### config.mk
export PLATFORM = sky130hd
export DESIGN_NAME = detector_face_circle_event_cut_unit
export DESIGN_NICKNAME = d
export VERILOG_FILES = /design/src/dfcec_pkg.sv /design/src/detector_face_circle_event_cut_unit.sv /design/src/dfcec_front.sv /design/src/dfcec_root_cell.sv
export SDC_FILE = /design/constraint.sdc
export NUM_CORES = 2
export LEC_CHECK = 0
export BUFFER_PORTS_ARGS = -buffer_cell sky130_fd_sc_hd__buf_4
export CAP_MARGIN = 20
export CORE_MARGIN = 4
export CORE_UTILIZATION = 55
export DETAILED_ROUTE_END_ITERATION = 8
export HOLD_SLACK_MARGIN = 0.12
export PLACE_DENSITY_LB_ADDON = 0.1
export REMOVE_ABC_BUFFERS = 1
export SETUP_SLACK_MARGIN = 0.2
export SKIP_CTS_REPAIR_TIMING = 1
export SLEW_MARGIN = 20
export SYNTH_ARGS = -nofsm -noshare
export SYNTH_HDL_FRONTEND = slang
export SYNTH_SLANG_ARGS = --single-unit
### constraint.sdc
create_clock -name clk -period 7.26 [get_ports clk]
set_input_delay 0.363 -clock clk [delete_from_list [all_inputs] [get_ports clk]]
set_output_delay 0.363 -clock clk [all_outputs]
set_load 0.05 [all_outputs]
### src/dfcec_pkg.sv
// Shared types and geometry constants of the face-circle event cut.
package dfcec_pkg;

  // Result status codes.
  typedef enum logic [1:0] {
    ST_PASS       = 2'd0,
    ST_OUTSIDE    = 2'd1,
    ST_BAD_MODULE = 2'd2,
    ST_NO_VERTEX  = 2'd3
  } cut_status_t;

  // Module kind codes.
  typedef enum logic [1:0] {
    KIND_MAIN  = 2'd0,
    KIND_XWALL = 2'd1,
    KIND_GVETO = 2'd2,
    KIND_OTHER = 2'd3
  } module_kind_t;

  localparam int unsigned COORD_W = 17;  // signed width of centre and vertex math
  localparam int unsigned DIST_W  = 15;  // every |offset| stays below 2^15
  localparam int unsigned SQ_W    = 31;  // d1^2 + d2^2
  localparam int unsigned ROOT_W  = 16;
  localparam int unsigned CELLS   = 16;  // one root bit per cell

  // Main wall, plane YZ.
  localparam logic signed [COORD_W-1:0] MW_X       = 17'sd870;
  localparam logic signed [COORD_W-1:0] MW_Y_PITCH = 17'sd518;
  localparam logic signed [COORD_W-1:0] MW_Y_BASE  = -17'sd4921;
  localparam logic signed [COORD_W-1:0] MW_Z_PITCH = 17'sd518;
  localparam logic signed [COORD_W-1:0] MW_Z_BASE  = -17'sd3108;
  // X-wall, plane XZ.
  localparam logic signed [COORD_W-1:0] XW_X_OUTER = 17'sd666;
  localparam logic signed [COORD_W-1:0] XW_X_INNER = 17'sd260;
  localparam logic signed [COORD_W-1:0] XW_Y       = 17'sd5011;
  localparam logic signed [COORD_W-1:0] XW_Z_PITCH = 17'sd424;
  localparam logic signed [COORD_W-1:0] XW_Z_BASE  = -17'sd3180;
  // Gamma veto, plane XY.
  localparam logic signed [COORD_W-1:0] GV_X        = 17'sd427;
  localparam logic signed [COORD_W-1:0] GV_Y_PITCH  = 17'sd623;
  localparam logic signed [COORD_W-1:0] GV_Y_BASE_H = -17'sd4662;
  localparam logic signed [COORD_W-1:0] GV_Y_BASE_L = -17'sd4683;
  localparam logic signed [COORD_W-1:0] GV_Z        = 17'sd3100;

  // Offsets after the geometry stage.
  typedef struct packed {
    cut_status_t       status;
    logic [DIST_W-1:0] d1;
    logic [DIST_W-1:0] d2;
    logic [DIST_W-1:0] nd;
  } dist_t;

  // Squared offsets.
  typedef struct packed {
    cut_status_t         status;
    logic [2*DIST_W-1:0] p1;
    logic [2*DIST_W-1:0] p2;
    logic [DIST_W-1:0]   nd;
  } sqr_t;

  // Data handed from cell to cell along the root chain.
  typedef struct packed {
    cut_status_t       status;
    logic [DIST_W-1:0] nd;
    logic [SQ_W-1:0]   rem;
    logic [SQ_W-1:0]   root;
  } chain_t;

endpackage

### src/detector_face_circle_event_cut_unit.sv
// Top level of the face-circle event cut: config register, front pipeline, root chain.
//
//  Channel  Handshake               Payload
//  -------  ----------------------  ------------------------------------------------
//  in_      in_valid / in_ready     hit, module kind and indices, vertex flag, x y z
//  out_     out_valid / out_ready   cut_status, face_radius, normal_distance
//  cfg_     cfg_valid / cfg_ready   cfg_max_radius (always ready)
//
// An item passes nineteen registers: three front stages (geometry, squaring, sum and
// compare) and one cell per root bit, sixteen in all. One item can be accepted in every
// cycle while the output is not stalled; the front stages and cells all hold one item.
// Reset is synchronous and active low; it empties the pipeline and sets the radius
// limit to 100. A stalled output holds its item, and each stage keeps taking items
// as long as some stage downstream of it is empty, so bubbles are squeezed out.
module detector_face_circle_event_cut_unit
  import dfcec_pkg::*;
(
  input  logic               clk,
  input  logic               rst_n,
  input  logic               in_valid,
  output logic               in_ready,
  input  logic               in_hit_present,
  input  logic [1:0]         in_module_kind,
  input  logic signed [1:0]  in_side_index,
  input  logic signed [5:0]  in_wall_index,
  input  logic signed [5:0]  in_column_index,
  input  logic signed [5:0]  in_row_index,
  input  logic               in_vertex_found,
  input  logic signed [14:0] in_vertex_x,
  input  logic signed [14:0] in_vertex_y,
  input  logic signed [14:0] in_vertex_z,
  output logic               out_valid,
  input  logic               out_ready,
  output logic [1:0]         out_cut_status,
  output logic [15:0]        out_face_radius,
  output logic [14:0]        out_normal_distance,
  input  logic               cfg_valid,
  output logic               cfg_ready,
  input  logic [15:0]        cfg_max_radius
);

  logic [15:0] max_radius_r;
  logic [31:0] max_radius_sq_r;

  // The user must change the limit only while the block is idle; the block itself does
  // not enforce this. The squared copy is registered from the limit register, and is
  // then settled long before any item reaches the compare in the third front stage.
  assign cfg_ready = 1'b1;

  always_ff @(posedge clk) begin
    if (!rst_n) begin
      max_radius_r    <= 16'd100;
      max_radius_sq_r <= 32'd10000;
    end else begin
      if (cfg_valid) max_radius_r <= cfg_max_radius;
      max_radius_sq_r <= 32'(max_radius_r) * 32'(max_radius_r);
    end
  end

  // Chain links: link 0 comes from the front pipeline, link CELLS is the output.
  logic   link_valid [0:CELLS];
  logic   link_ready [0:CELLS];
  chain_t link_data  [0:CELLS];

  dfcec_front u_front (
    .clk           (clk),
    .rst_n         (rst_n),
    .up_valid      (in_valid),
    .up_ready      (in_ready),
    .hit_present   (in_hit_present),
    .module_kind   (in_module_kind),
    .side_index    (in_side_index),
    .wall_index    (in_wall_index),
    .column_index  (in_column_index),
    .row_index     (in_row_index),
    .vertex_found  (in_vertex_found),
    .vertex_x      (in_vertex_x),
    .vertex_y      (in_vertex_y),
    .vertex_z      (in_vertex_z),
    .max_radius_sq (max_radius_sq_r),
    .dn_valid      (link_valid[0]),
    .dn_ready      (link_ready[0]),
    .dn_data       (link_data[0])
  );

  // The first cell tests the highest root bit; each later cell tests the next lower one.
  for (genvar g = 0; g < CELLS; g++) begin : g_cell
    dfcec_root_cell #(
      .STEP (CELLS - 1 - g)
    ) u_cell (
      .clk      (clk),
      .rst_n    (rst_n),
      .up_valid (link_valid[g]),
      .up_ready (link_ready[g]),
      .up_data  (link_data[g]),
      .dn_valid (link_valid[g+1]),
      .dn_ready (link_ready[g+1]),
      .dn_data  (link_data[g+1])
    );
  end

  // The last cell's register is the output register. Rejected items enter the
  // chain with zero offsets, so their radius and normal distance come out zero.
  // The root of a 31-bit sum always fits in 16 bits, so no saturation is needed.
  assign link_ready[CELLS]   = out_ready;
  assign out_valid           = link_valid[CELLS];
  assign out_cut_status      = link_data[CELLS].status;
  assign out_face_radius     = link_data[CELLS].root[ROOT_W-1:0];
  assign out_normal_distance = link_data[CELLS].nd;

endmodule

### src/dfcec_front.sv
// Front pipeline: module centre and offsets, squares, sum and radius compare.
module dfcec_front
  import dfcec_pkg::*;
(
  input  logic              clk,
  input  logic              rst_n,
  input  logic              up_valid,
  output logic              up_ready,
  input  logic              hit_present,
  input  logic [1:0]        module_kind,
  input  logic signed [1:0] side_index,
  input  logic signed [5:0] wall_index,
  input  logic signed [5:0] column_index,
  input  logic signed [5:0] row_index,
  input  logic              vertex_found,
  input  logic signed [14:0] vertex_x,
  input  logic signed [14:0] vertex_y,
  input  logic signed [14:0] vertex_z,
  input  logic [31:0]       max_radius_sq,
  output logic              dn_valid,
  input  logic              dn_ready,
  output chain_t            dn_data
);

  logic   s0_valid_r, s1_valid_r, s2_valid_r;
  logic   s0_ready, s1_ready, s2_ready;
  dist_t  s0_r, s0_nxt;
  sqr_t   s1_r, s1_nxt;
  chain_t s2_r, s2_nxt;

  logic                      ok;
  logic                      pos_side, wall_one;
  module_kind_t              kind;
  logic signed [COORD_W-1:0] w_s, c_s, r_s;
  logic signed [COORD_W-1:0] cx, cy, cz;
  logic signed [COORD_W-1:0] vx, vy, vz;
  logic signed [COORD_W-1:0] dx, dy, dz;
  logic [DIST_W-1:0]         ax, ay, az;
  logic [SQ_W-1:0]           sq;

  assign s2_ready = !s2_valid_r || dn_ready;
  assign s1_ready = !s1_valid_r || s2_ready;
  assign s0_ready = !s0_valid_r || s1_ready;
  assign up_ready = s0_ready;

  // Stage 0: decode the module, place its window centre, take offsets.
  always_comb begin
    kind     = module_kind_t'(module_kind);
    pos_side = (side_index == 2'sd1);
    wall_one = (wall_index == 6'sd1);
    ok = hit_present && !side_index[1] && !wall_index[5] && !column_index[5]
         && !(kind == KIND_XWALL && row_index[5]) && (kind != KIND_OTHER);
    w_s = signed'({12'd0, wall_index[4:0]});
    c_s = signed'({12'd0, column_index[4:0]});
    r_s = signed'({12'd0, row_index[4:0]});
    vx  = COORD_W'(vertex_x);
    vy  = COORD_W'(vertex_y);
    vz  = COORD_W'(vertex_z);
    case (kind)
      KIND_MAIN: begin
        cx = pos_side ? MW_X : -MW_X;
        cy = w_s * MW_Y_PITCH + MW_Y_BASE;
        cz = c_s * MW_Z_PITCH + MW_Z_BASE;
      end
      KIND_XWALL: begin
        if (column_index == 6'sd1) begin
          cx = pos_side ? XW_X_OUTER : -XW_X_OUTER;
        end else begin
          cx = pos_side ? XW_X_INNER : -XW_X_INNER;
        end
        cy = wall_one ? XW_Y : -XW_Y;
        cz = r_s * XW_Z_PITCH + XW_Z_BASE;
      end
      KIND_GVETO: begin
        cx = pos_side ? GV_X : -GV_X;
        cy = c_s * GV_Y_PITCH + ((c_s > 17'sd7) ? GV_Y_BASE_H : GV_Y_BASE_L);
        cz = wall_one ? GV_Z : -GV_Z;
      end
      default: begin
        cx = '0;
        cy = '0;
        cz = '0;
      end
    endcase
    dx = vx - cx;
    dy = vy - cy;
    dz = vz - cz;
    ax = dx[COORD_W-1] ? DIST_W'(-dx) : DIST_W'(dx);
    ay = dy[COORD_W-1] ? DIST_W'(-dy) : DIST_W'(dy);
    az = dz[COORD_W-1] ? DIST_W'(-dz) : DIST_W'(dz);

    s0_nxt.status = ST_PASS;
    case (kind)
      KIND_MAIN: begin
        s0_nxt.d1 = ay;
        s0_nxt.d2 = az;
        s0_nxt.nd = ax;
      end
      KIND_XWALL: begin
        s0_nxt.d1 = ax;
        s0_nxt.d2 = az;
        s0_nxt.nd = ay;
      end
      default: begin
        s0_nxt.d1 = ax;
        s0_nxt.d2 = ay;
        s0_nxt.nd = az;
      end
    endcase
    // Rejected events carry zero offsets so the root chain yields zero.
    if (!ok || !vertex_found) begin
      s0_nxt.status = ok ? ST_NO_VERTEX : ST_BAD_MODULE;
      s0_nxt.d1     = '0;
      s0_nxt.d2     = '0;
      s0_nxt.nd     = '0;
    end
  end

  // Stage 1: square both in-plane offsets.
  always_comb begin
    s1_nxt.status = s0_r.status;
    s1_nxt.p1     = (2*DIST_W)'(s0_r.d1) * (2*DIST_W)'(s0_r.d1);
    s1_nxt.p2     = (2*DIST_W)'(s0_r.d2) * (2*DIST_W)'(s0_r.d2);
    s1_nxt.nd     = s0_r.nd;
  end

  // Stage 2: sum the squares and compare against the squared limit.
  always_comb begin
    sq             = SQ_W'(s1_r.p1) + SQ_W'(s1_r.p2);
    s2_nxt.status  = s1_r.status;
    if (s1_r.status == ST_PASS) begin
      s2_nxt.status = ({1'b0, sq} <= max_radius_sq) ? ST_PASS : ST_OUTSIDE;
    end
    s2_nxt.nd   = s1_r.nd;
    s2_nxt.rem  = sq;
    s2_nxt.root = '0;
  end

  always_ff @(posedge clk) begin
    if (!rst_n) begin
      s0_valid_r <= 1'b0;
      s1_valid_r <= 1'b0;
      s2_valid_r <= 1'b0;
    end else begin
      if (s0_ready) s0_valid_r <= up_valid;
      if (s1_ready) s1_valid_r <= s0_valid_r;
      if (s2_ready) s2_valid_r <= s1_valid_r;
    end
  end

  always_ff @(posedge clk) begin
    if (s0_ready && up_valid) s0_r <= s0_nxt;
    if (s1_ready && s0_valid_r) s1_r <= s1_nxt;
    if (s2_ready && s1_valid_r) s2_r <= s2_nxt;
  end

  assign dn_valid = s2_valid_r;
  assign dn_data  = s2_r;

endmodule

### src/dfcec_root_cell.sv
// One cell of the square-root chain: settles one result bit per item.
module dfcec_root_cell
  import dfcec_pkg::*;
#(
  parameter int unsigned STEP = 0
) (
  input  logic   clk,
  input  logic   rst_n,
  input  logic   up_valid,
  output logic   up_ready,
  input  chain_t up_data,
  output logic   dn_valid,
  input  logic   dn_ready,
  output chain_t dn_data
);

  localparam logic [SQ_W-1:0] BIT_VAL = SQ_W'(1) << (2 * STEP);

  logic          valid_r;
  chain_t        data_r, data_nxt;
  logic [SQ_W:0] trial;

  assign up_ready = !valid_r || dn_ready;

  always_comb begin
    trial    = {1'b0, up_data.root} + {1'b0, BIT_VAL};
    data_nxt = up_data;
    if ({1'b0, up_data.rem} >= trial) begin
      data_nxt.rem  = up_data.rem - trial[SQ_W-1:0];
      data_nxt.root = (up_data.root >> 1) + BIT_VAL;
    end else begin
      data_nxt.root = up_data.root >> 1;
    end
  end

  always_ff @(posedge clk) begin
    if (!rst_n) begin
      valid_r <= 1'b0;
    end else if (up_ready) begin
      valid_r <= up_valid;
    end
  end

  always_ff @(posedge clk) begin
    if (up_ready && up_valid) data_r <= data_nxt;
  end

  assign dn_valid = valid_r;
  assign dn_data  = data_r;

endmodule
Word level (Yosys, flattened, before mapping). Cells that the tools add are included.

Output and inout bits: 36. Logic and storage cells: 317. Flip-flop bits (word level): 1457.

Add/subtract/negate cells: 56. Equal/unequal tests: 6. Multiply operators: 7. Mux-type cells: 48. Reductions and logical operators: 72. Magnitude comparators: 18.

Operators with widths (number): greater-or-equal comparator 31 x 32 -> 1 bit (15); two-way mux 31 bit (15); subtractor 31 bit (14); two-way mux 30 bit (14); one-hot mux 17 bit (3 select lines) (3); two-way mux 17 bit (7); one-hot mux 45 bit (2 select lines) (1); multiplier 15 x 15 -> 30 bit (2); subtractor 15 x 17 -> 17 bit (3); two-way mux 15 bit (3); negation 15 bit (3); adder 17 x 13 -> 17 bit (second input constant) (2); adder 31 x 1 -> 32 bit (second input constant) (1); adder 31 x 11 -> 32 bit (second input constant) (1); adder 31 x 13 -> 32 bit (second input constant) (1); adder 31 x 15 -> 32 bit (second input constant) (1); adder 31 x 17 -> 32 bit (second input constant) (1); adder 31 x 19 -> 32 bit (second input constant) (1); adder 31 x 21 -> 32 bit (second input constant) (1); adder 31 x 23 -> 32 bit (second input constant) (1); adder 31 x 25 -> 32 bit (second input constant) (1); adder 31 x 27 -> 32 bit (second input constant) (1); adder 31 x 29 -> 32 bit (second input constant) (1); adder 31 x 3 -> 32 bit (second input constant) (1); other kinds (41) (113).

Logic depth before layout (Yosys ltp).
Word-level depth: 21. Mapped depth: 30. Mapped depth without buffers: 28.

Hierarchy. From an unflattened synthesis, not the netlist that was laid out.

Cells, all modules: 11685. Area, all modules: 117549.0 um^2.

Modules (own cells, without submodules): dfcec_front (times used 1, cells an instance 2815, seq. area each 5165.0 um^2, area each 26914.6 um^2); detector_face_circle_event_cut_unit (times used 1, cells an instance 1008, seq. area each 940.9 um^2, area each 9008.6 um^2); dfcec_root_cell (g_cell[15].u_cell) (times used 1, cells an instance 569, seq. area each 2392.3 um^2, area each 5609.1 um^2); dfcec_root_cell (g_cell[13].u_cell) (times used 1, cells an instance 558, seq. area each 2392.3 um^2, area each 5600.4 um^2); dfcec_root_cell (g_cell[14].u_cell) (times used 1, cells an instance 565, seq. area each 2392.3 um^2, area each 5516.5 um^2); dfcec_root_cell (g_cell[12].u_cell) (times used 1, cells an instance 541, seq. area each 2392.3 um^2, area each 5365.1 um^2); dfcec_root_cell (g_cell[11].u_cell) (times used 1, cells an instance 515, seq. area each 2392.3 um^2, area each 5252.5 um^2); dfcec_root_cell (g_cell[10].u_cell) (times used 1, cells an instance 514, seq. area each 2392.3 um^2, area each 5232.5 um^2); dfcec_root_cell (g_cell[7].u_cell) (times used 1, cells an instance 467, seq. area each 2392.3 um^2, area each 5152.4 um^2); dfcec_root_cell (g_cell[9].u_cell) (times used 1, cells an instance 497, seq. area each 2392.3 um^2, area each 5152.4 um^2); dfcec_root_cell (g_cell[8].u_cell) (times used 1, cells an instance 520, seq. area each 2392.3 um^2, area each 5123.7 um^2); dfcec_root_cell (g_cell[2].u_cell) (times used 1, cells an instance 417, seq. area each 2392.3 um^2, area each 4897.2 um^2); dfcec_root_cell (g_cell[6].u_cell) (times used 1, cells an instance 459, seq. area each 2392.3 um^2, area each 4878.4 um^2); dfcec_root_cell (g_cell[5].u_cell) (times used 1, cells an instance 479, seq. area each 2392.3 um^2, area each 4872.2 um^2); +4 rows.

Worst setup path after synthesis. Ideal clock, no wire load.

Path kind: flip-flop to flip-flop. From: register g_cell[15].u_cell.valid_r. To: register u_front.s1_r[0] in the netlist's numbering (enable). Required time: 6.638 ns. Buffers on the path: 0. Data arrival time: 7.122 ns. Slack: -0.485 ns. Clock period less this slack: 7.745 ns. Stages on the path, launching flop included: 9. Cell sequence: dfxtp_1 > nor4bb_1 > nand2_1 > nor2_1 > and2_1 > and3_1 > and3_1 > and2_0 > a21boi_0.

Cells in the longest elaborated chain, start to end: 20.

RTL lines: start, declared (RTL line dfcec_root_cell.sv:19) `logic valid_r;`; start signal, assigned (RTL line dfcec_root_cell.sv:40) `valid_r <= up_valid;`; zero test 1 bit (RTL line dfcec_root_cell.sv:23) `assign up_ready = !valid_r || dn_ready;`; logical OR 1 bit (16 in series) (RTL line dfcec_root_cell.sv:23); logical OR 1 bit (RTL line dfcec_front.sv:41) `assign s2_ready = !s2_valid_r || dn_ready;`; logical OR 1 bit (RTL line dfcec_front.sv:42) `assign s1_ready = !s1_valid_r || s2_ready;`; logical AND 1 bit (RTL line dfcec_front.sv:153) `if (s1_ready && s0_valid_r) s1_r <= s1_nxt;`; end signal, assigned (RTL line dfcec_front.sv:153); end, declared (RTL line dfcec_front.sv:28) `sqr_t s1_r, s1_nxt;`.

No other way between the ends. A chain may end at the register's enable or synchronous reset.

==> out/metrics.csv <==
metric,value,unit
outcome,finished clean,
MaxCap Viol Count,0,
ratio of cells with drive above 1 in the final layout,7.79,%
startpoint types,register,
# diodes,0,
Mapped Cells,5994,
io pins,126,
port bufs,124,
"Max stage delay cell, worst path",edfxtp_1,
drt drc,0,
Final HPWL DP,113000,µm
CTS max path bufs,3,
setup TNS,0,ns
H-tree levels,3,
Crit path top cell by count,fa_1,
unrepaired setup endpoints after global routing,false,
via count,44000,
fin worst setup slack,0.485,ns
largest net degree at the start of global routing,76,
Crit Path Max Fanout,15,
initial antenna violation count,1,
slew margin rel.,28.0,%
Clock transition at path regs,0.06,ns
All-Layer GR Usage,21.7,%
reg2reg setup slack,0.48,ns
Initial Utilization,55.4,%
hold_sp,cfg_valid,
CP endpoint kind,register,
"antenna viol nets, final",0,
worst hold slack,0.175,ns
first-pass GRT wire length,236000,µm
clock skew,0.0630,ns
Hold Crit Depth,3,
Ys Warns,0,
Routability Congestion,0.894,
Crit Path Category,register to register,
Synth Cell Area,70900,µm²
Worst R2R End,u_front.s1_r[72],
"EDFF count, synth",1043,
Main synth FF type,edfxtp_1,
root buf cell,clkbuf_16,
Finished Layout Cells,7992,
worst vdd ir,0.494,mV
final net count,7401,
DR vias/cell,5.51,
Hold Crit Class,input pin to register,
Achievable Freq,148,MHz
Tcrit/Tclk final,93.3,%
register bit total from synthesis,1109,
WP data required,7.73,ns
Layout fillers,10300,
ys async rst share,0,%
Die ar.,135000,µm²
slowest cell delay on critical path,0.63,ns
Worst Tran Pin Value,1.07,ns
synth unique cells,98,
dpl cell area,74300,µm²
DR WL/cell,18.2,µm
Synth area leader,edfxtp_1,
"Power, Total",27.0,mW
Final Slew Violations,0,
final setup violation count,0,
crit path DAT,7.24,ns
worst-case hold path end point,max_radius_r[11],
initial DRC count,2597,
CTS Buf Count,115,
# rows,131,
router iterations before antenna repair,5,
die width,367,µm
final core utilization,61.4,%
Synth Area per Inst,11.8,µm²
setup slack at placement,0.168,ns
# placed instances,7740,
r2r startpoint,u_front.s0_r[31],
Leak,32.8,nW
TritonCTS clock tree,yes,
worst skew pair latency,0.72,ns
Tmin final,6.78,ns
Post-Route WL,145000,µm
CORE AREA,128000,µm²
Synth top area share,44.2,%
gr ovfl total,0,
Final Instance Area,78400,µm²
vias in the first global route,44800,
CTS sink count,1109,
Synth area leaders,"edfxtp_1, fa_1, ha_1, inv_1, xnor2_1",
P&R area growth vs syn,10.7,%
PwrDens,345,nW/µm²
CP cell instances,and2_1 -> fa_1 -> inv_1 -> fa_1 -> fa_1 -> inv_1 -> ha_1 -> inv_1 -> fa_1 -> inv_1 -> fa_1 -> ha_1 -> a21o_1 -> a21o_1 -> a31o_2 -> o311ai_2 -> a211oi_1 -> o21ai_2 -> a311oi_2 -> a21o_1 -> a211oi_1 -> nor3_1 -> buf_4,
Final Hold Vio Count,0,
DIE HEIGHT,367,µm
Register-to-Register Path Depth,23,
register area share after synthesis,46.0,%
[state kept, by name (all words and copies together), names as in the netlist]
signal	count
u_front.s1_r	75
u_front.s0_r	47
max_radius_r	16
u_front.dn_valid	1
u_front.s0_valid_r	1
g_cell.u_cell.dn_valid	16
g_cell.u_cell.dn_data	873
u_front.s1_valid_r	1
max_radius_sq_r	31
u_front.dn_data	48
[power breakdown]
| group | switching (mW) | total, mW | leakage [nW] | internal, mW |
|---|---|---|---|---|
| sequential | 0.148 | 7.87 | 9.80 | 7.72 |
| clock | 2.42 | 5.74 | 1.80 | 3.32 |
| combinational | 7.77 | 13.4 | 21.2 | 5.67 |
[cell usage in the layout, fill, tap and decap left out, drive strengths merged, types with 27 or more instances in the layout]
master     n
and3      27
inv      754
nand2b    51
and2     217
a31oi     30
nand2    389
clkbuf   157
clkinv    44
o31ai     42
o21a      66
a21boi    34
nor2     344
nor3      96
or3       36
buf      227
a211oi    32
xor2     155
dfxtp     66
nor2b     55
nand3     61
o21ai    207
ha       624
fa       454
a21oi    246
nor4      76
xnor2    251
edfxtp  1043
nand4     46
a21o     121
[per-layer routing]
| metal | track usage, % | wire length [µm] | vias to the layer above |
|---|---|---|---|
| li1 | - | - | 21500 |
| met1 | 28.1 | 62100 | 21500 |
| met2 | 39.0 | 74800 | 758 |
| met3 | 2.44 | 4690 | 223 |
| met4 | 5.62 | 3610 | 2 |
| met5 | 0 | 13 | - |
[synthesized netlist by cell type, types with 26 or more instances]
library cell / instances
nor4_1: 75
or3_1: 36
o31ai_1: 41
nand2_1: 389
nor3_1: 93
nand3_1: 61
a31oi_1: 29
nor2_1: 344
xor2_1: 154
xnor2_1: 249
nor2b_1: 55
mux2i_1: 26
nand4_1: 46
a21o_1: 121
clkbuf_1: 115
dfxtp_1: 66
o21ai_0: 198
and3_1: 26
inv_1: 749
edfxtp_1: 1043
a211oi_1: 32
a21boi_0: 33
o21a_1: 66
ha_1: 624
nand2b_1: 51
and2_1: 215
a21oi_1: 244
fa_1: 454
[cells by family after synthesis]
kind of cell               count (synthesis)  share of synthesized area, %
DFF                                     1109                          46.0
AOI/OAI and AO/OA                        951                          8.75
buffers and inverters                    881                          4.68
xor gates and xnor gates                 406                          5.06
and+or+nand+nor                         1521                          10.9
muxes                                     46                         0.685
other                                      2                        0.0106
adders and majority gates               1078                          23.8
[final cells by class]
type / count / area (µm²) / share of cell area (%)
multi-input cells: 4004 / 35200 / 44.9
flip-flops and latches: 1109 / 32600 / 41.6
clock buffers: 157 / 3140 / 4.00
inverters: 752 / 2820 / 3.60
well taps: 1662 / 2080 / 2.65
repair buffers: 251 / 1970 / 2.51
clock inverters: 57 / 604 / 0.770
[worst max path at each step]
stage | start | end | slack (ns)
final | u_front.s0_r[31] | u_front.s1_r[72] | 0.48
after global routing | max_radius_r[8] | max_radius_sq_r[31] | 0.18
after CTS | u_front.s0_r[25] | u_front.s1_r[43] | 0.26
after detailed placement | in_column_index[3] | u_front.s0_r[31] | 0.17
after global placement | in_column_index[3] | u_front.s0_r[31] | 0.23
after floorplan | g_cell[15].u_cell.dn_valid | u_front.s1_r[0] | -0.48
[critical path, delay by kind of cell (launching register included)]
family,cells,cell delay [ns]
AOI/OAI and AO/OA,9,1.89
buffers and inverters,5,0.35
DFF,1,0.63
adders and majority gates,7,3.27
and+or+nand+nor,2,0.37
Note: power is estimated with default switching activity, not from simulation.
